<file path="config.mk">
export PLATFORM = sky130hd
export DESIGN_NAME = bhs_ram
export DESIGN_NICKNAME = d
export VERILOG_FILES = /design/src/hw/rtl/bucketed_hash_set_top_assert.svh /design/src/hw/rtl/bhs_ram.sv
export SDC_FILE = /design/constraint.sdc
export NUM_CORES = 1
export LEC_CHECK = 0
export ABC_AREA = 1
export BUFFER_PORTS_ARGS = -buffer_cell sky130_fd_sc_hd__buf_2
export CORE_UTILIZATION = 40
export DETAILED_ROUTE_END_ITERATION = 8
export PLACE_DENSITY = 0.53
export SKIP_CTS_REPAIR_TIMING = 1
export SKIP_LAST_GASP = 1
export SLEW_MARGIN = 20
export SYNTH_ARGS = -nofsm -noshare
export SYNTH_HDL_FRONTEND = slang
export SYNTH_SLANG_ARGS = --single-unit
</file>
<file path="constraint.sdc">
create_clock -name clock -period 2.1 [get_ports clock]
set_input_delay 0.42 -clock clock [delete_from_list [all_inputs] [get_ports clock]]
set_output_delay 0.42 -clock clock [all_outputs]
set_load 0.1 [all_outputs]
</file>
<file path="src/hw/rtl/bucketed_hash_set_top_assert.svh">
// ----------------------------------------------------------------------------
// Bucketed hash set assertion macros
// Same-cycle-implication and next-cycle-implication property shorthands.
// ----------------------------------------------------------------------------
`ifndef BUCKETED_HASH_SET_TOP_ASSERT_SVH
`define BUCKETED_HASH_SET_TOP_ASSERT_SVH

// same-cycle implication
`define BHS_ASSERT_IMP(lbl, clk, rst, ant, cons, msg) \
   lbl: assert property (@(posedge clk) disable iff (rst) (ant) |-> (cons)) \
      else $error(msg);

// next-cycle implication
`define BHS_ASSERT_NXT(lbl, clk, rst, ant, cons, msg) \
   lbl: assert property (@(posedge clk) disable iff (rst) (ant) |=> (cons)) \
      else $error(msg);

`endif

</file>
<file path="src/hw/rtl/bhs_ram.sv">
// ----------------------------------------------------------------------------
// Generic RAM
// One write port, one read port, registered read data.
// ----------------------------------------------------------------------------
module bhs_ram #(
   parameter int unsigned WIDTH = 8,
   parameter int unsigned DEPTH = 16
) (
   input  logic                                       clock,
   input  logic                                       wr_en,
   input  logic [((DEPTH > 1) ? $clog2(DEPTH) : 1)-1:0] wr_addr,
   input  logic [WIDTH-1:0]                           wr_data,
   input  logic [((DEPTH > 1) ? $clog2(DEPTH) : 1)-1:0] rd_addr,
   output logic [WIDTH-1:0]                           rd_data
);

   logic [WIDTH-1:0] mem_ff [DEPTH];
   logic [WIDTH-1:0] rd_data_ff;

   always_ff @(posedge clock) begin
      if (wr_en) begin
         mem_ff[wr_addr] <= wr_data;
      end
      rd_data_ff <= mem_ff[rd_addr];
   end

   assign rd_data = rd_data_ff;

endmodule

</file>
==> flow_metrics.py, run 1 <==
metrics = {
    "status": {
        "status": "finished, final reports clean",
    },
    "logic_synthesis": {
        "synth_top_area_share": 0.667,
        "synthXorXnorAreaFrac": 0,
        "synthMuxAreaShare": 0,
        "synth_top_family_by_area": "simple AND/OR/NAND/NOR gates",
        "ys.flop_type": "edfxtp_1",
        "synth_simple_gate_area_frac": 0.210,
        "synth_common_cells": "173 x nand2_1, 128 x edfxtp_1, 100 x inv_1",
        "synth_top_area_cell": "edfxtp_1",
        "async_reset_ff_frac": 0,
        "synth_area_per_cell_sq_um": 10.5,
        "synth_area_leaders": "edfxtp_1 67%, nand2_1 11%, nand3_1 8.4%",
        "ys_warn_count": 0,
        "synth_fp_nets": 569,
        "yosysMostFrequentCell": "nand2_1",
        "synth.distinct_cells": 12,
        "mappedNetlistArea_sq_um": 5770,
        "ys_seq_area_frac": 0.694,
        "yosys_register_bits": 136,
        "synthAdderAreaFrac": 0,
        "synth_edf_count": 128,
        "synth_compound_area_frac": 0,
        "syn_inst": 551,
    },
    "setup_path": {
        "crit_fanout": 1,
        "cpLargestDelayFamily": "buffers and inverters",
        "worstPathRequired_ns": 1.68,
        "crit_type": "reg2out",
        "endpoint_kind": "primary output",
        "crit_path_start_kind": "flip-flop",
        "path_cells": "buf_2",
        "slowest_delay_ns": 0.45,
        "critPathBufInv": 1,
        "crit_arrival_ns": 1.24,
        "crit_path_top_delay_cell": "buf_2",
    },
    "clock_network": {
        "htree_levels": 4,
        "cts_tree": "done",
        "clockBufferDepth": 2,
        "clk_pin_slew_ns": 0.06,
        "cts_root_buf": "clkbuf_16",
        "insertion_delay_ns": 0.41,
        "cts_made_buffers": 17,
        "cts_sinks": 136,
    },
    "sta": {
        "setup_viol": 0,
        "relSlewSlack": 0.547,
        "final_hold_viol_count": 0,
        "drv_slew": 0,
        "rsz0062_at_grt": "no",
        "max_freq_mhz": 602,
        "worst_slew_pin_slew_ns": 0.677,
        "min_period_over_period": 0.792,
        "fin_ws_ns": 0.438,
        "setup_tns_ns": 0,
        "min_period_ns": 1.66,
        "fin_hold_ws_ns": 0.383,
        "clock_skew_ns": 0.00647,
    },
    "finish": {
        "multi_input_area_sq_um": 1210,
        "fin_util": 0.477,
        "nets": 610,
        "n_antenna_cell": 0,
        "syn_to_final_growth_pct": 15.7,
        "drive_gt1_frac": 0.127,
        "seq_area_sq_um": 4000,
        "fillCellCount": 1315,
    },
    "grt": {
        "grt.total_usage": 0.197,
        "grt_pass1_vias": 3536,
        "grt_start_max_net_pins": 39,
        "globalRouteOverflowTotal": 0,
        "grt_pass1_wl_um": 20700,
        "grt_antenna_before_repair": 0,
    },
    "job": {
        "maxCapViolCount": 0,
    },
    "worst_hold_path": {
        "hp-class": "in2reg",
    },
    "die": {
        "die_x_um": 122,
        "row_count": 43,
        "start_util": 0.412,
        "dieArea_sq_um": 14900,
        "die_h_um": 122,
        "fp.coreArea_sq_um": 14000,
        "num_io_pins": 26,
    },
    "placement": {
        "dp_slack_ns": 0.430,
        "hpwl_um": 8100,
        "io_buffers": 25,
        "routabilityCongestion": 0.761,
    },
    "detailed_routing": {
        "wl_per_cell_um": 17.1,
        "drc": 0,
        "firstDrtPassIters": 5,
        "vias_per_cell": 4.83,
        "drtIter0Drc": 299,
        "vias": 3790,
        "ant_nets": 0,
        "routed_wirelength_um": 13400,
    },
    "pwr": {
        "irDropWorstVdd_uv": 462,
        "p_leak_nw": 2.90,
        "power.density_nw_per_um2": 952,
    },
}
==> layout make-up <==
class,count,share of cell area
flip-flops and latches,136,0.600
multi-input cells,289,0.182
clock buffers,17,0.0638
inverters,102,0.0574
repair buffers,46,0.0424
well taps,180,0.0338
clock inverters,15,0.0204
==> stage by stage <==
stage               area (sq um)  instances  power (mW)
finish                      6670        785        6.35
global route                6670        785        6.56
CTS                         6670        785        6.40
detailed placement          6110        753        3.61
global placement            6110        753        3.60
floorplan                   5770        551        3.45
==> placed cells by master, fill, tap and decap left out <==
| cell | instances |
|---|---|
| clkinv_2 | 5 |
| edfxtp_1 | 128 |
| buf_2 | 25 |
| nor2_1 | 17 |
| inv_1 | 100 |
| clkbuf_16 | 17 |
| dfxtp_1 | 8 |
| bufinv_16 | 2 |
| clkinvlp_4 | 3 |
| clkinv_1 | 3 |
| buf_4 | 21 |
| nand2_1 | 173 |
| nand3_1 | 97 |
| clkinv_4 | 2 |
| inv_2 | 2 |
| nand3b_1 | 2 |
==> power by group <==
| part | internal (mW) | switching, mW | leakage, nW | total (mW) |
|---|---|---|---|---|
| Sequential | 3.04 | 0.0194 | 1.22 | 3.05 |
| Clock | 1.72 | 1.08 | 0.271 | 2.80 |
| Combinational | 0.106 | 0.387 | 1.40 | 0.493 |
==> per-layer routing <==
layer	vias up	routed length (um)	global-route usage	part of all wire
met4	0	161	0.0633	0.012
li1	1861	-	-	-
met1	1789	6220	0.272	0.46
met3	17	829	0.0487	0.062
met2	123	6220	0.307	0.46
met5	-	0	0	0
==> flip-flops by register name (all words and copies together) (netlist names) <==
name / cells
mem_ff: 128
rd_data: 8
==> kinds of logic (layout without fill, tap and decap cells) <==
family | count (synthesis) | after routing
flip-flops | 136 | 136
buffers and inverters | 126 | 180
AND/OR/NAND/NOR | 289 | 289
==> path summary, 6_finish.rpt <==
path	startpoint	to	slack, ns	cells after the start
hold reg to reg	mem_ff[6][2]	rd_data[2]	0.66	6
hold / removal	rd_addr[3]	rd_data[4]	0.38	3
setup reg to reg	mem_ff[9][5]	rd_data[5]	1.04	6
setup / recovery	rd_data[5]	rd_data[5]	0.44	1
No activity file was read; power rests on OpenSTA's default activity.
==> run 2, diff against run 1 <==
--- a/config.mk
+++ b/config.mk
@@ -9,7 +9,7 @@
 export BUFFER_PORTS_ARGS = -buffer_cell sky130_fd_sc_hd__buf_2
 export CORE_UTILIZATION = 40
 export DETAILED_ROUTE_END_ITERATION = 8
-export PLACE_DENSITY = 0.53
+export PLACE_DENSITY = 0.55
 export SKIP_CTS_REPAIR_TIMING = 1
 export SKIP_LAST_GASP = 1
 export SLEW_MARGIN = 20
==> constraint.sdc (replaced) <==
create_clock -name clock -period 1.5 [get_ports clock]
set_input_delay 0.3 -clock clock [delete_from_list [all_inputs] [get_ports clock]]
set_output_delay 0.3 -clock clock [all_outputs]
set_load 0.1 [all_outputs]
==> flow_metrics.py, run 2 (synthesis gave the netlist of run 1 again) <==
metrics = {
    "sta": {
        "min_period_ns": 1.44,
        "setup_tns_ns": 0,
        "final_hold_viol_count": 0,
        "worst_slew_pin_slew_ns": 0.490,
        "max_freq_mhz": 695,
        "drv_slew": 0,
        "fin_hold_ws_ns": 0.164,
        "setup_viol": 0,
        "relSlewSlack": 0.676,
        "min_period_over_period": 0.960,
        "fin_ws_ns": 0.0605,
        "rsz0062_at_grt": "no",
        "clock_skew_ns": 0.00584,
    },
    "grt": {
        "grt_start_max_net_pins": 49,
        "grt_pass1_wl_um": 20700,
        "grt.total_usage": 0.195,
        "globalRouteOverflowTotal": 0,
        "grt_pass1_vias": 3696,
        "grt_antenna_before_repair": 0,
    },
    "setup_path": {
        "crit_fanout": 1,
        "crit_path_start_kind": "flip-flop",
        "cpLargestDelayFamily": "buffers and inverters",
        "crit_type": "reg2out",
        "path_cells": "buf_2",
        "worstReg2RegStart": "mem_ff[9][3]",
        "startpoint": "rd_data[0]",
        "worstPathRequired_ns": 1.20,
        "crit_arrival_ns": 1.14,
        "reg2reg_slack_ns": 0.44,
        "r2r-end": "rd_data[3]",
        "endpoint_kind": "primary output",
        "reg2reg_depth": 6,
        "slowest_delay_ns": 0.42,
        "crit_path_top_delay_cell": "buf_2",
        "path_depth": 1,
        "crit_end": "rd_data[0]",
        "critPathBufInv": 1,
    },
    "finish": {
        "n_antenna_cell": 0,
        "layout_commonest_cell": "nand2_1",
        "nets": 617,
        "largest_register_ffs": 128,
        "drive_gt1_frac": 0.136,
        "syn_to_final_growth_pct": 17.9,
        "regMostFlops": "mem_ff",
        "fillCellCount": 1264,
        "final_cell_mix": "173 x nand2_1, 128 x edfxtp_1, 100 x inv_1",
        "final_cell_count_no_fill": 792,
    },
    "die": {
        "die_x_um": 122,
        "num_io_pins": 26,
        "die_h_um": 122,
        "dieArea_sq_um": 14900,
        "row_count": 43,
        "fp.coreArea_sq_um": 14000,
        "start_util": 0.412,
    },
    "pwr": {
        "p_switching_mw": 2.05,
        "power.density_nw_per_um2": 1350,
        "sequentialPowerShare": 0.467,
        "clock_power_share": 0.454,
        "power.internal_mw": 7.11,
        "p_leak_nw": 2.96,
        "irDropWorstVdd_uv": 801,
        "switching_share": 0.223,
        "p_total_mw": 9.16,
        "combPwrFrac": 0.079,
    },
    "clock_network": {
        "clk_pin_slew_ns": 0.05,
        "cts_root_buf": "clkbuf_16",
        "cts_sinks": 136,
        "cts_made_buffers": 17,
        "insertion_delay_ns": 0.42,
        "cts_tree": "done",
        "htree_levels": 4,
        "clockBufferDepth": 2,
    },
    "detailed_routing": {
        "drtIter0Drc": 274,
        "vias_per_cell": 4.82,
        "ant_nets": 0,
        "vias": 3817,
        "wl_per_cell_um": 16.5,
        "drc": 0,
        "firstDrtPassIters": 4,
        "routed_wirelength_um": 13100,
    },
    "worst_hold_path": {
        "whs_path_depth": 3,
        "hp-class": "in2reg",
    },
    "placement": {
        "routabilityCongestion": 0.806,
        "dp.cells": 760,
        "dp_slack_ns": 0.0813,
        "io_buffers": 25,
        "hpwl_um": 8250,
    },
    "status": {
        "status": "finished, final reports clean",
    },
    "job": {
        "maxCapViolCount": 0,
    },
}
[run 2: cell count changes in the layout (fill, tap and decap cells not counted)]
cell / change
buf_4: +4
clkinv_1: -3
clkbuf_8: +2
buf_12: +3
bufinv_16: +1
buf_2: -3
clkbuf_4: +3
clkinv_4: -2
clkinvlp_4: -1
clkbuf_1: +4
clkinv_2: -1
[run 2: power groups by stage]
stage	combinational, mW	clock (mW)	sequential, mW
after floorplan	0.300	0	4.53
after detailed placement	0.722	0	4.35
after global placement	0.717	0	4.35
after CTS	0.724	4.22	4.28
after global routing	0.785	4.37	4.28
final	0.721	4.16	4.28
[run 2: cell type report]
type                            instances  area, sq um  area share
Sequential cell                       136         4000       0.589
Multi-Input combinational cell        289         1210       0.179
Clock buffer                           23          468      0.0688
Inverter                              102          383      0.0563
Timing Repair Buffer                   53          380      0.0559
Tap cell                              180          225      0.0331
Clock inverter                          9          125      0.0184
[run 2: worst min path at each step]
stage                           from           end  slack, ns
after floorplan           wr_data[0]  mem_ff[0][0]       0.40
after global placement    rd_addr[3]    rd_data[2]       0.60
after detailed placement  rd_addr[3]    rd_data[2]       0.59
after CTS                 rd_addr[3]    rd_data[2]       0.15
after global routing      rd_addr[3]    rd_data[2]       0.15
final                     rd_addr[3]    rd_data[2]       0.16
[run 2: per-stage QoR]
| stage | util | instance area [sq um] |
|---|---|---|
| after floorplan | - | 5770 |
| after global placement | 0.443 | 6200 |
| after detailed placement | 0.443 | 6200 |
| after CTS | 0.486 | 6790 |
| after global routing | 0.486 | 6800 |
| final | 0.486 | 6800 |
[run 2: worst reg2reg max path, delay by kind of cell (launching register included)]
kind                   cells  cell delay [ns]
AND/OR/NAND/NOR            5             0.53
flip-flops                 1             0.36
buffers and inverters      1             0.06
[run 2: metal layers]
| layer | vias to the layer above | track usage | wire length [um] |
|---|---|---|---|
| li1 | 1869 | - | - |
| met2 | 105 | 0.301 | 6060 |
| met3 | 9 | 0.0529 | 717 |
| met4 | 0 | 0.0640 | 116 |
| met1 | 1834 | 0.268 | 6200 |
| met5 | - | 0 | 0 |
==> run 3, diff against run 2 <==
--- a/config.mk
+++ b/config.mk
@@ -10,6 +10,7 @@
 export CORE_UTILIZATION = 40
 export DETAILED_ROUTE_END_ITERATION = 8
 export PLACE_DENSITY = 0.55
+export REMOVE_ABC_BUFFERS = 1
 export SKIP_CTS_REPAIR_TIMING = 1
 export SKIP_LAST_GASP = 1
 export SLEW_MARGIN = 20
==> flow_metrics.py, run 3 (synthesis gave the netlist of run 1 again) <==
metrics = {
    "status": {
        "status": "finished, final reports clean",
    },
    "worst_hold_path": {
        "whs_path_depth": 1,
        "hp-class": "in2reg",
    },
    "die": {
        "die_x_um": 122,
        "num_io_pins": 26,
        "start_util": 0.412,
        "row_count": 43,
        "fp.coreArea_sq_um": 14000,
        "dieArea_sq_um": 14900,
        "die_h_um": 122,
    },
    "sta": {
        "min_period_over_period": 0.964,
        "worst_slew_pin_slew_ns": 0.490,
        "setup_viol": 0,
        "fin_hold_ws_ns": 0.293,
        "relSlewSlack": 0.676,
        "rsz0062_at_grt": "no",
        "setup_tns_ns": 0,
        "min_period_ns": 1.45,
        "final_hold_viol_count": 0,
        "drv_slew": 0,
        "clock_skew_ns": 0.00677,
        "max_freq_mhz": 692,
    },
    "detailed_routing": {
        "vias": 3804,
        "firstDrtPassIters": 4,
        "drtIter0Drc": 300,
        "ant_nets": 0,
        "drc": 0,
        "wl_per_cell_um": 16.2,
        "vias_per_cell": 4.77,
        "routed_wirelength_um": 12900,
    },
    "grt": {
        "globalRouteOverflowTotal": 0,
        "grt_pass1_wl_um": 19900,
        "grt_antenna_before_repair": 0,
        "grt_start_max_net_pins": 65,
        "grt_pass1_vias": 3543,
        "grt.total_usage": 0.188,
    },
    "finish": {
        "largest_register_ffs": 128,
        "layout_commonest_cell": "nand2_1",
        "regMostFlops": "mem_ff",
        "final_cell_mix": "173 x nand2_1, 128 x edfxtp_1, 100 x inv_1",
        "n_antenna_cell": 0,
        "fin_area_sq_um": 6860,
        "fin_util": 0.490,
        "syn_to_final_growth_pct": 18.9,
        "drive_gt1_frac": 0.143,
        "seq_area_sq_um": 4000,
        "fillCellCount": 1311,
        "multi_input_area_sq_um": 1210,
        "nets": 622,
    },
    "clock_network": {
        "cts_root_buf": "clkbuf_16",
        "htree_levels": 4,
        "clockBufferDepth": 2,
        "clk_pin_slew_ns": 0.06,
        "insertion_delay_ns": 0.41,
        "cts_made_buffers": 17,
        "cts_sinks": 136,
        "cts_tree": "done",
    },
    "setup_path": {
        "crit_arrival_ns": 1.15,
        "crit_fanout": 1,
        "crit_path_start_kind": "flip-flop",
        "worstPathRequired_ns": 1.20,
        "endpoint_kind": "primary output",
        "cpLargestDelayFamily": "buffers and inverters",
        "path_depth": 1,
        "reg2reg_slack_ns": 0.53,
        "critPathBufInv": 1,
        "path_cells": "buf_2",
        "reg2reg_depth": 6,
        "slowest_delay_ns": 0.42,
        "crit_type": "reg2out",
        "crit_path_top_delay_cell": "buf_2",
    },
    "placement": {
        "hpwl_um": 8390,
        "routabilityCongestion": 0.809,
        "place_area_sq_um": 6260,
        "io_buffers": 25,
    },
    "job": {
        "maxCapViolCount": 0,
    },
    "pwr": {
        "p_total_mw": 9.11,
        "power.density_nw_per_um2": 1330,
        "p_leak_nw": 2.99,
        "irDropWorstVdd_uv": 666,
    },
}
run 3: cell count changes in the layout (fill, tap and decap cells not counted):
cell and delta:
buf_12 +2, buf_4 +3, clkbuf_1 -3, clkbuf_8 -2, clkinv_1 +3, clkinv_2 -1, clkinv_4 +3
run 3: metal layers:
metal,vias to the layer above,global-route usage,part of all wire
met5,-,0,0
met4,0,0.0747,0.015
met3,10,0.0407,0.039
met2,74,0.306,0.50
met1,1841,0.243,0.44
li1,1879,-,-
run 3: worst paths after layout:
| kind | startpoint | end |
|---|---|---|
| max | rd_data[2] | rd_data[2] |
| max reg2reg | mem_ff[1][3] | rd_data[3] |
| min reg2reg | mem_ff[14][7] | rd_data[7] |
| min | wr_data[0] | mem_ff[3][0] |
run 3: power breakdown:
part	total (mW)	switching (mW)	internal, mW
registers	4.28	0.0271	4.25
logic	0.720	0.536	0.184
clock network	4.11	1.52	2.59
run 3: final cells by class:
class                           count  area share
Clock inverter                     14      0.0230
Inverter                          102      0.0558
Tap cell                          180      0.0329
Sequential cell                   136       0.584
Multi-Input combinational cell    289       0.177
Timing Repair Buffer               58      0.0646
Clock buffer                       18      0.0626
run 3: stage by stage:
step | std cells | worst slack, ns
after floorplan | 527 | 0.220
after global placement | 765 | 0.115
after detailed placement | 765 | 0.0972
after CTS | 797 | -0.0527
after global routing | 797 | 0.0222
final | 797 | 0.0539
