File: config.mk
export PLATFORM = sky130hd
export DESIGN_NAME = bhs_index
export DESIGN_NICKNAME = d
export VERILOG_FILES = /design/src/hw/rtl/bucketed_hash_set_top_assert.svh /design/src/hw/rtl/bhs_pkg.sv /design/src/hw/rtl/bhs_index.sv
export SDC_FILE = /design/constraint.sdc
export NUM_CORES = 1
export LEC_CHECK = 0
export BUFFER_PORTS_ARGS = -buffer_cell sky130_fd_sc_hd__buf_2
export CELL_PAD_IN_SITES_DETAIL_PLACEMENT = 0
export CELL_PAD_IN_SITES_GLOBAL_PLACEMENT = 1
export CORE_ASPECT_RATIO = 1.2
export CORE_MARGIN = 1
export CORE_UTILIZATION = 44
export CTS_CLUSTER_SIZE = 28
export DETAILED_ROUTE_END_ITERATION = 6
export PLACE_DENSITY = 0.8
export RECOVER_POWER = 50
export SYNTH_ARGS = -nofsm -noshare
export SYNTH_HDL_FRONTEND = slang
export SYNTH_SLANG_ARGS = --single-unit
File: constraint.sdc
create_clock -name clock -period 10.58 [get_ports clock]
set_clock_uncertainty 0.15 [all_clocks]
set_input_delay 1.587 -clock clock [delete_from_list [all_inputs] [get_ports clock]]
set_output_delay 1.587 -clock clock [all_outputs]
set_load 0.01 [all_outputs]
File: src/hw/rtl/bucketed_hash_set_top_assert.svh
// ----------------------------------------------------------------------------
// Bucketed hash set assertion macros
// Same-cycle-implication and next-cycle-implication property shorthands.
// ----------------------------------------------------------------------------
`ifndef BUCKETED_HASH_SET_TOP_ASSERT_SVH
`define BUCKETED_HASH_SET_TOP_ASSERT_SVH

// same-cycle implication
`define BHS_ASSERT_IMP(lbl, clk, rst, ant, cons, msg) \
   lbl: assert property (@(posedge clk) disable iff (rst) (ant) |-> (cons)) \
      else $error(msg);

// next-cycle implication
`define BHS_ASSERT_NXT(lbl, clk, rst, ant, cons, msg) \
   lbl: assert property (@(posedge clk) disable iff (rst) (ant) |=> (cons)) \
      else $error(msg);

`endif

File: src/hw/rtl/bhs_pkg.sv
// ----------------------------------------------------------------------------
// Bucketed hash set package
// Shared widths, operation codes, defaults and transaction structs.
// ----------------------------------------------------------------------------
package bhs_pkg;

   localparam int unsigned KEY_W        = 20;
   localparam int unsigned FUNC_W       = 2;
   localparam int unsigned DEF_BUCKETS  = 769;
   localparam int unsigned DEF_WAYS     = 4;

   // operation codes; code 3 behaves as contains
   typedef enum logic [FUNC_W-1:0] {
      FUNC_ADD      = 2'd0,
      FUNC_REMOVE   = 2'd1,
      FUNC_CONTAINS = 2'd2
   } func_type;

   typedef struct packed {
      logic [FUNC_W-1:0] func;
      logic [KEY_W-1:0]  key;
   } req_type;

   typedef struct packed {
      logic found;
      logic status;
   } rsp_type;

endpackage

File: src/hw/rtl/bhs_index.sv
// ----------------------------------------------------------------------------
// Bucket index unit
// Four-stage pipeline: slot base = (key mod BUCKETS) * WAYS, using a
// reciprocal multiply and one correcting subtract.
// ----------------------------------------------------------------------------
module bhs_index #(
   parameter int unsigned BUCKETS = bhs_pkg::DEF_BUCKETS,
   parameter int unsigned WAYS    = bhs_pkg::DEF_WAYS
) (
   input  logic                                   clock,
   input  logic [bhs_pkg::KEY_W-1:0]              key,
   output logic [(((BUCKETS*WAYS) > 1) ? $clog2(BUCKETS*WAYS) : 1)-1:0] base
);

   import bhs_pkg::*;

   localparam int unsigned SLOTS   = BUCKETS * WAYS;
   localparam int unsigned SLOT_W  = (SLOTS > 1) ? $clog2(SLOTS) : 1;
   localparam int unsigned BKT_W   = (BUCKETS > 1) ? $clog2(BUCKETS) : 1;
   localparam int unsigned B_W     = $clog2(BUCKETS + 1);
   localparam int unsigned REM_W   = $clog2(2 * BUCKETS);
   localparam int unsigned RCP_W   = 33;
   localparam int unsigned SHIFT   = 32;
   localparam int unsigned PROD_W  = KEY_W + RCP_W;
   localparam int unsigned QB_W    = KEY_W + B_W;
   // floor(2^32 / BUCKETS): quotient estimate is low by at most one
   localparam logic [RCP_W-1:0] RECIP = RCP_W'((64'd1 << SHIFT) / BUCKETS);

   logic [PROD_W-1:0] prod_ff, prod_in;
   logic [KEY_W-1:0]  key_d1_ff;
   logic [KEY_W-1:0]  quot;
   logic [QB_W-1:0]   qb;
   logic [KEY_W-1:0]  diff;
   logic [REM_W-1:0]  rem_ff, rem_in;
   logic [BKT_W-1:0]  bucket_ff, bucket_in;
   logic [SLOT_W-1:0] base_ff, base_in;

   // stage 1: key times reciprocal
   assign prod_in = PROD_W'(key) * PROD_W'(RECIP);

   // stage 2: remainder estimate, below twice the bucket count
   assign quot = prod_ff[SHIFT+KEY_W-1:SHIFT];
   assign qb   = QB_W'(quot) * QB_W'(BUCKETS);
   assign diff = key_d1_ff - KEY_W'(qb);
   assign rem_in = REM_W'(diff);

   // stage 3: one correcting subtract
   always_comb begin
      if (rem_ff >= REM_W'(BUCKETS)) begin
         bucket_in = BKT_W'(rem_ff - REM_W'(BUCKETS));
      end else begin
         bucket_in = BKT_W'(rem_ff);
      end
   end

   // stage 4: scale to the first slot of the bucket
   assign base_in = SLOT_W'(SLOT_W'(bucket_ff) * SLOT_W'(WAYS));

   always_ff @(posedge clock) begin
      prod_ff   <= prod_in;
      key_d1_ff <= key;
      rem_ff    <= rem_in;
      bucket_ff <= bucket_in;
      base_ff   <= base_in;
   end

   assign base = base_ff;

endmodule

==> results of run 1 <==
==> flip-flops by register name (all words and copies together), names as in the netlist <==
name,flops
rem_ff,11
key_d1_ff,11
bucket_ff,10
base,10
prod_ff,11
==> kinds of logic after synthesis <==
logic type,count (synthesis)
adder cells (fa/ha/maj),418
other,1
AND/OR/NAND/NOR,89
buffers and inverters,329
XOR/XNOR,36
flip-flops,53
AO/OA/AOI/OAI,124
==> critical path, cell delays in order <==
cell and delay (ns):
clkbuf_1 0.47, ha_1 0.49, ha_1 0.24, or2_2 0.30
fa_1 0.48, inv_1 0.05, fa_1 0.47, inv_1 0.06
fa_1 0.54, inv_1 0.06, fa_1 0.54, inv_1 0.05
ha_1 0.32, ha_1 0.39, a21o_1 0.21, a21o_1 0.19
a2111oi_0 0.48, o311ai_1 0.22, a31oi_1 0.32, a31oi_1 0.15
xor2_1 0.16
==> Yosys cell counts (2+ instances only) <==
| master | count | share of area [%] |
|---|---|---|
| or2_2 | 3 | 0.18 |
| nor4_1 | 3 | 0.18 |
| buf_4 | 2 | 0.14 |
| dfxtp_1 | 53 | 10 |
| inv_1 | 324 | 12 |
| nand3_1 | 6 | 0.29 |
| a21o_1 | 24 | 1.7 |
| nand4_1 | 15 | 0.90 |
| xor2_1 | 16 | 1.3 |
| xnor2_1 | 20 | 1.7 |
| nor2_1 | 15 | 0.54 |
| a21oi_1 | 35 | 1.7 |
| o21bai_1 | 7 | 0.50 |
| nor4b_1 | 3 | 0.25 |
| o21a_1 | 6 | 0.43 |
| or3_4 | 2 | 0.22 |
| nand2_1 | 26 | 0.93 |
| a31oi_1 | 5 | 0.30 |
| nand2b_1 | 5 | 0.30 |
| a211oi_1 | 7 | 0.50 |
| nor3_1 | 6 | 0.29 |
| clkbuf_1 | 3 | 0.11 |
| fa_1 | 174 | 33 |
| o21ai_0 | 22 | 1.1 |
| ha_1 | 244 | 29 |
==> cell type report <==
cell class / instances / area share, %
repair buffers: 30 / 1.230
diodes: 1 / 0.02256
well taps: 315 / 3.553
clock inverters: 2 / 0.3497
multi-input cells: 669 / 73.15
inverters: 324 / 10.96
flip-flops and latches: 53 / 9.566
clock buffers: 6 / 1.162
==> per-stage QoR <==
step	utilization (%)	worst slack (ns)
after floorplan	-	3.438
after global placement	47.14	2.950
after detailed placement	47.14	2.808
after CTS	47.86	3.073
after global routing	47.64	2.445
final	47.65	2.809
==> worst max-delay path by stage <==
stage	to	startpoint	slack [ns]
after global routing	prod_ff[38]	key[9]	2.45
after floorplan	prod_ff[41]	key[14]	3.44
final	prod_ff[39]	key[7]	2.81
after detailed placement	prod_ff[38]	key[5]	2.81
after CTS	prod_ff[38]	key[5]	3.07
after global placement	prod_ff[38]	key[5]	2.95
==> layer usage <==
layer,wire (um),global-route usage (%),vias up
li1,-,-,3356
met1,10070,24.59,3395
met3,414,1.511,24
met5,0,0,-
met4,550,4.909,0
met2,11960,39.02,87
==> impl_metrics.json, run 1 <==
{
  "cts_buffers": 5,
  "synth.distinct_cells": 49,
  "ys_warn_count": 0,
  "fp.dieW_um": 142.7,
  "fmax_mhz": 128.7,
  "via_count": 6862,
  "synth_flop_cell": "dfxtp_1",
  "whs_path_depth": 0,
  "synthToLayoutAreaGrowth_pct": 6.130,
  "clkSinkCount": 53,
  "worst_setup_path_start_kind": "input port",
  "viasPerCell": 4.901,
  "fin_cells": 1400,
  "final-seq-area_um2": 1061,
  "maxSlewViolCount": 0,
  "grt_max_degree": 17,
  "rr_worst_depth": 14,
  "setup_viol_count_final": 0,
  "r2r_slack_ns": 6.89,
  "ys_seq_area_share_pct": 10.15,
  "finalInstanceArea_um2": 11090,
  "clkLatencyLatePin_ns": 0.28,
  "final_cell_mix": "inv_1, ha_1, fa_1",
  "slew_headroom_pct": 41.42,
  "place_area_um2": 10970,
  "dr.first_iter.drc_count": 204,
  "drv_cap": 0,
  "core_um2": 23280,
  "async_flop_share_pct": 0,
  "whs_ns": 0.1761,
  "cp.required_ns": 10.60,
  "reg2reg_to": "rem_ff[10]",
  "multi_input_area_um2": 8114,
  "dieHeight_um": 170.8,
  "path_max_fanout": 7,
  "muxShareOfSynthArea_pct": 0,
  "grt_antenna_before_repair": 0,
  "synth_top_family_by_area": "adder cells",
  "ctsResizeCount": 0,
  "cts_tree": "yes",
  "setup_tns_ns": 0,
  "syn_avg_cell_area_um2": 9.954,
  "synthXorXnorAreaFrac_pct": 3.017,
  "hold_buffers": 0,
  "holdPathEnd": "base[7]",
  "nNetsFinal": 1522,
  "ys_ff_latch": 53,
  "top_level_ports": 33,
  "clk_pin_slew_worst_paths_ns": 0.07,
  "hold_viol": 0,
  "synth-compound-area-share_pct": 7.901,
  "layout-drive-gt1-share_pct": 2.952,
  "dp.cells": 1391,
  "grt_pass1_wl_um": 37470,
  "status": "finished clean",
  "drc_errors": 0,
  "rows": 61,
  "floorplan.initialDensity_pct": 44.90,
  "period_minus_slack_ns": 7.771,
  "grt_overflow_total": 0,
  "ctsRootBufferMaster": "clkbuf_16",
  "hold_path.class": "register to register",
  "final_common_cell": "inv_1",
  "syn_area_um2": 10450,
  "cp-end-kind": "register",
  "cts_htree_levels": 2,
  "first_global_vias": 7461,
  "totalWireLength_um": 23000,
  "firstDrtPassIters": 4,
  "arrival_ns": 7.79,
  "dieArea_um2": 24380,
  "synthAdderAreaFrac_pct": 62.54,
  "cts_setup_buffers": 0,
  "synth_edf_count": 0,
  "place_congestion": 0.9256,
  "crit_type": "input port to register",
  "portBuffers": 30,
  "period_share_pct": 73.45,
  "ant_nets": 0,
  "clockBufferDepth": 2,
  "synthSimpleGateAreaFrac_pct": 4.465,
  "synth_cells": 1050,
  "hp-start": "bucket_ff[5]",
  "r2r-start": "prod_ff[32]",
  "rsz0062_at_grt": "no",
  "wire_per_inst_um": 16.43,
  "dp_hpwl_um": 20650,
  "grt_usage_pct": 20.43,
  "tightest_slew_ns": 0.8787,
  "nFillCells": 2212
}
Power of run 1 is not shown: default switching activity piles up to over one toggle a cycle in this logic, so the estimate is an artifact.
==> run 2: changes to the inputs <==
--- a/config.mk
+++ b/config.mk
@@ -5,6 +5,7 @@
 export SDC_FILE = /design/constraint.sdc
 export NUM_CORES = 1
 export LEC_CHECK = 0
+export ABC_AREA = 1
 export BUFFER_PORTS_ARGS = -buffer_cell sky130_fd_sc_hd__buf_2
 export CELL_PAD_IN_SITES_DETAIL_PLACEMENT = 0
 export CELL_PAD_IN_SITES_GLOBAL_PLACEMENT = 1
@@ -13,7 +14,7 @@
 export CORE_UTILIZATION = 44
 export CTS_CLUSTER_SIZE = 28
 export DETAILED_ROUTE_END_ITERATION = 6
-export PLACE_DENSITY = 0.8
+export PLACE_DENSITY = 0.85
 export RECOVER_POWER = 50
 export SYNTH_ARGS = -nofsm -noshare
 export SYNTH_HDL_FRONTEND = slang
==> constraint.sdc (replaced) <==
create_clock -name clock -period 6.44 [get_ports clock]
set_clock_uncertainty 0.15 [all_clocks]
set_input_delay 0.966 -clock clock [delete_from_list [all_inputs] [get_ports clock]]
set_output_delay 0.966 -clock clock [all_outputs]
set_load 0.01 [all_outputs]
==> impl_metrics.json, run 2 <==
{
  "syn_avg_cell_area_um2": 8.539,
  "ctsResizeCount": 0,
  "firstDrtPassIters": 5,
  "fin_util_pct": 48.56,
  "yosysMostFrequentCell": "inv_1",
  "synthXorXnorAreaFrac_pct": 1.926,
  "synthSimpleGateAreaFrac_pct": 12.29,
  "period_minus_slack_ns": 6.126,
  "ctsRootBufferMaster": "clkbuf_16",
  "wire_per_inst_um": 15.12,
  "synth_top_family_by_area": "adder cells",
  "grt_pass1_wl_um": 41930,
  "maxSlewViolCount": 0,
  "cts_tree": "yes",
  "ys_warn_count": 0,
  "status": "finished clean",
  "dp_hpwl_um": 23880,
  "syn_area_um2": 11240,
  "grt_overflow_total": 0,
  "slew_headroom_pct": 44.05,
  "cts_buffers": 5,
  "period_share_pct": 95.12,
  "yosys-top-cells-area": "fa_1, ha_1, inv_1",
  "synth.distinct_cells": 35,
  "async_flop_share_pct": 0,
  "totalWireLength_um": 25740,
  "top_level_ports": 33,
  "nNetsFinal": 1816,
  "core_um2": 24910,
  "dieArea_um2": 26180,
  "rows": 63,
  "portBuffers": 30,
  "hold_path.class": "register to register",
  "reg.largest.list": "key_d1_ff: 11 flops, prod_ff: 11 flops, rem_ff: 11 flops",
  "pre_cts_ws_ns": -0.01675,
  "hold_buffers": 0,
  "finalInstanceArea_um2": 12100,
  "ant_nets": 0,
  "setup_ws_ns": 0.3140,
  "fp.dieW_um": 147.9,
  "dieHeight_um": 177.1,
  "clkSinkCount": 53,
  "dr.first_iter.drc_count": 370,
  "grt_usage_pct": 20.76,
  "first_global_vias": 8428,
  "setup_viol_count_final": 0,
  "path_max_fanout": 4,
  "cts_setup_buffers": 0,
  "synth-compound-area-share_pct": 5.189,
  "rsz0062_at_grt": "no",
  "drv_cap": 0,
  "viasPerCell": 4.909,
  "place_congestion": 0.9141,
  "final_cell_mix": "inv_1, ha_1, nand2_1",
  "arrival_ns": 6.17,
  "synth_flop_cell": "dfxtp_1",
  "muxShareOfSynthArea_pct": 0,
  "grt_max_degree": 17,
  "synth_top_area_share_pct": 31.00,
  "ys_seq_area_share_pct": 9.442,
  "grt_antenna_before_repair": 0,
  "via_count": 8360,
  "place_area_um2": 11970,
  "cp.required_ns": 6.49,
  "clk_pin_slew_worst_paths_ns": 0.07,
  "drc_errors": 0,
  "synth_edf_count": 0,
  "antenna_cells": 0,
  "fmax_mhz": 163.2,
  "tightest_slew_ns": 0.8393,
  "worst_setup_path_start_kind": "input port",
  "hold_viol": 0,
  "ys_ff_latch": 53,
  "crit_type": "input port to register",
  "cp-end-kind": "register",
  "layout-drive-gt1-share_pct": 4.644,
  "floorplan.initialDensity_pct": 45.11,
  "synthToLayoutAreaGrowth_pct": 7.639,
  "synth_cells": 1316,
  "cts_htree_levels": 2,
  "clkLatencyLatePin_ns": 0.30,
  "synth_top_area_cell": "fa_1",
  "synthAdderAreaFrac_pct": 58.17,
  "final_common_cell": "inv_1",
  "clockBufferDepth": 2,
  "synth_common_cells": "inv_1, ha_1, nand2_1"
}
## run 2: cell count changes after synthesis, sizes merged, moves of 4 or more
cell / before / now
a21o: 24 / 2
nand2: 26 / 192
nand3: 6 / 32
o21ai: 22 / 36
a21oi: 35 / 51
nor2: 16 / 76
xnor2: 20 / 9
a211oi: 7 / 1
inv: 324 / 383
o21a: 6 / 0
nand2b: 5 / 1
## run 2: cell families after synthesis
group,Yosys count
xor+xnor,23
compound gates,105
fa+ha+maj,418
simple gates,331
other cells,1
flops,53
buf+inv,385
## run 2: critical path, stage by stage
cell and delay [ns]:
buf_2 0.13, inv_1 0.09, fa_1 0.55, inv_1 0.07, fa_1 0.51, fa_1 0.52, fa_1 0.46, fa_1 0.50
fa_1 0.61, fa_1 0.44, ha_1 0.34, nand2_1 0.11, nor2_1 0.19, inv_1 0.09, nor4_1 0.21, o21ai_0 0.18
nand3_1 0.12, nand2_1 0.06
## run 2: metrics by stage
step	cells	setup TNS [ns]	hold WS, ns
floorplan	1317	0	0.1596
global placement	1695	0	0.1596
detailed placement	1695	-0.01675	0.1621
CTS	1703	0	0.1782
global route	1703	0	0.1851
finish	1703	0	0.1767
## run 2: per-layer routing
metal	vias to the layer above	track usage (%)	share of wire, %	routed length [um]
li1	4123	-	-	-
met1	4030	27.01	44	11340
met2	177	36.58	49	12710
met3	30	2.861	4.7	1219
met4	0	4.296	1.9	478
met5	-	0	0	0
## run 2: worst paths after layout
path,from,end,slack (ns),cells past startpoint
min,bucket_ff[5],base[7],0.18,0
max reg2reg,prod_ff[32],rem_ff[7],3.37,14
max,key[15],prod_ff[32],0.31,18
min reg2reg,bucket_ff[5],base[7],0.18,0
## run 2: layout make-up
class	instances	area [um2]
clock buffers	6	128.9
clock inverters	2	38.79
fillers	2455	12810
inverters	383	1439
multi-input cells	879	8697
flip-flops and latches	53	1061
well taps	325	406.6
repair buffers	55	324.1
Power of run 2 is left out for the same reason.
==> run 3: changes to the inputs <==
--- a/config.mk
+++ b/config.mk
@@ -16,6 +16,7 @@
 export DETAILED_ROUTE_END_ITERATION = 6
 export PLACE_DENSITY = 0.85
 export RECOVER_POWER = 50
+export REMOVE_ABC_BUFFERS = 1
 export SYNTH_ARGS = -nofsm -noshare
 export SYNTH_HDL_FRONTEND = slang
 export SYNTH_SLANG_ARGS = --single-unit
==> impl_metrics.json, run 3 (synthesis gave the netlist of run 2 again) <==
{
  "rows": 63,
  "path_delay_family": "adder cells",
  "cts_setup_buffers": 0,
  "setup_ws_ns": 0.2932,
  "grt_max_degree": 18,
  "floorplan.initialDensity_pct": 45.11,
  "viasPerCell": 4.921,
  "holdPathEnd": "base[9]",
  "cts_buffers": 5,
  "period_minus_slack_ns": 6.147,
  "whs_path_depth": 0,
  "antenna_cells": 0,
  "grt_usage_pct": 21.19,
  "pre_cts_ws_ns": -0.01346,
  "clkLatencyLatePin_ns": 0.29,
  "dieHeight_um": 177.1,
  "rsz0062_at_grt": "yes",
  "max_stage_delay_ns": 0.61,
  "fmax_mhz": 162.7,
  "cts_tree": "yes",
  "fp.dieW_um": 147.9,
  "path_cells": "buf_2 -> fa_1 -> fa_1 -> inv_1 -> fa_1 -> inv_1 -> fa_1 -> fa_1 -> fa_1 -> fa_1 -> ha_1 -> nand2_1 -> nor2_1 -> nand2_1 -> nor2_1 -> nand3b_1 -> nand4_1 -> nand2_1",
  "ant_nets": 0,
  "hold_buffers": 0,
  "period_share_pct": 95.45,
  "place_congestion": 0.9265,
  "reg.largest.list": "key_d1_ff: 11 flops, prod_ff: 11 flops, rem_ff: 11 flops",
  "arrival_ns": 6.16,
  "cp.required_ns": 6.46,
  "path_buf_inv": 3,
  "worst_setup_path_start_kind": "input port",
  "clkSinkCount": 53,
  "hold_viol": 0,
  "nNetsFinal": 1818,
  "dieArea_um2": 26180,
  "fin_cells": 1705,
  "critPathSlowestCell": "fa_1",
  "crit_path_frequent_cell": "fa_1",
  "setup_viol_count_final": 0,
  "grt_overflow_total": 0,
  "totalWireLength_um": 26270,
  "hp-start": "bucket_ff[7]",
  "dp_hpwl_um": 24460,
  "layout-drive-gt1-share_pct": 4.783,
  "crit_type": "input port to register",
  "slew_headroom_pct": 40.43,
  "synthToLayoutAreaGrowth_pct": 7.716,
  "drv_cap": 0,
  "reg2reg_to": "rem_ff[7]",
  "maxSlewViolCount": 0,
  "first_global_vias": 8738,
  "path_max_fanout": 4,
  "hold_path.class": "register to register",
  "final_cell_mix": "inv_1, ha_1, nand2_1",
  "ctsResizeCount": 0,
  "ctsRootBufferMaster": "clkbuf_16",
  "dr.first_iter.drc_count": 469,
  "grt_antenna_before_repair": 0,
  "rr_worst_depth": 14,
  "firstDrtPassIters": 5,
  "dp.cells": 1697,
  "via_count": 8390,
  "cp-end-kind": "register",
  "portBuffers": 30,
  "core_um2": 24910,
  "grt_pass1_wl_um": 43090,
  "cts_htree_levels": 2,
  "drc_errors": 0,
  "top_level_ports": 33,
  "r2r-start": "prod_ff[32]",
  "setup_tns_ns": 0,
  "final_common_cell": "inv_1",
  "clk_pin_slew_worst_paths_ns": 0.07,
  "wire_per_inst_um": 15.40,
  "tightest_slew_ns": 0.8936,
  "r2r_slack_ns": 3.37,
  "status": "finished clean",
  "clockBufferDepth": 2
}
run 3: cell types whose count changed in the layout (fill, tap and decap cells not counted):
| cell | before | now |
|---|---|---|
| inv_6 | 0 | 1 |
| nor2_1 | 74 | 75 |
| clkinv_4 | 1 | 0 |
| clkbuf_1 | 8 | 7 |
| buf_2 | 25 | 27 |
| clkinv_2 | 0 | 1 |
| nor2_2 | 2 | 1 |
run 3: final cells by class:
cell class	count	area [um2]
fillers	2482	12800
clock buffers	5	125.1
clock inverters	3	43.79
flip-flops and latches	53	1061
repair buffers	57	334.1
multi-input cells	879	8695
well taps	325	406.6
inverters	383	1439
run 3: how the worst max path moves through the flow:
stage | from | endpoint | slack [ns] | cells past startpoint
final | key[11] | prod_ff[41] | 0.29 | 18
after global routing | key[11] | prod_ff[36] | -0.01 | 19
after CTS | key[11] | prod_ff[38] | 0.29 | 18
after detailed placement | key[11] | prod_ff[38] | -0.01 | 18
after global placement | key[11] | prod_ff[38] | 0.08 | 18
after floorplan | key[14] | prod_ff[32] | 0.49 | 17
run 3: per-layer routing:
metal / vias up / global-route usage, % / share of wire, %
met5: - / 0 / 0
met1: 4062 / 27.28 / 44
met3: 40 / 2.320 / 3.7
met2: 157 / 38.03 / 50
met4: 0 / 4.596 / 2.2
li1: 4131 / - / -
run 3: stage by stage:
| step | area [um2] | utilization (%) | hold WS, ns |
|---|---|---|---|
| 2_1_floorplan | 11230 | - | 0.1596 |
| 3_3_place_gp | 11990 | 48.12 | 0.1600 |
| 3_5_place_dp | 11990 | 48.12 | 0.1621 |
| 4_1_cts | 12150 | 48.79 | 0.1779 |
| 5_1_grt | 12100 | 48.59 | 0.1873 |
| 6_report | 12100 | 48.59 | 0.1775 |
Power of run 3 is left out for the same reason.
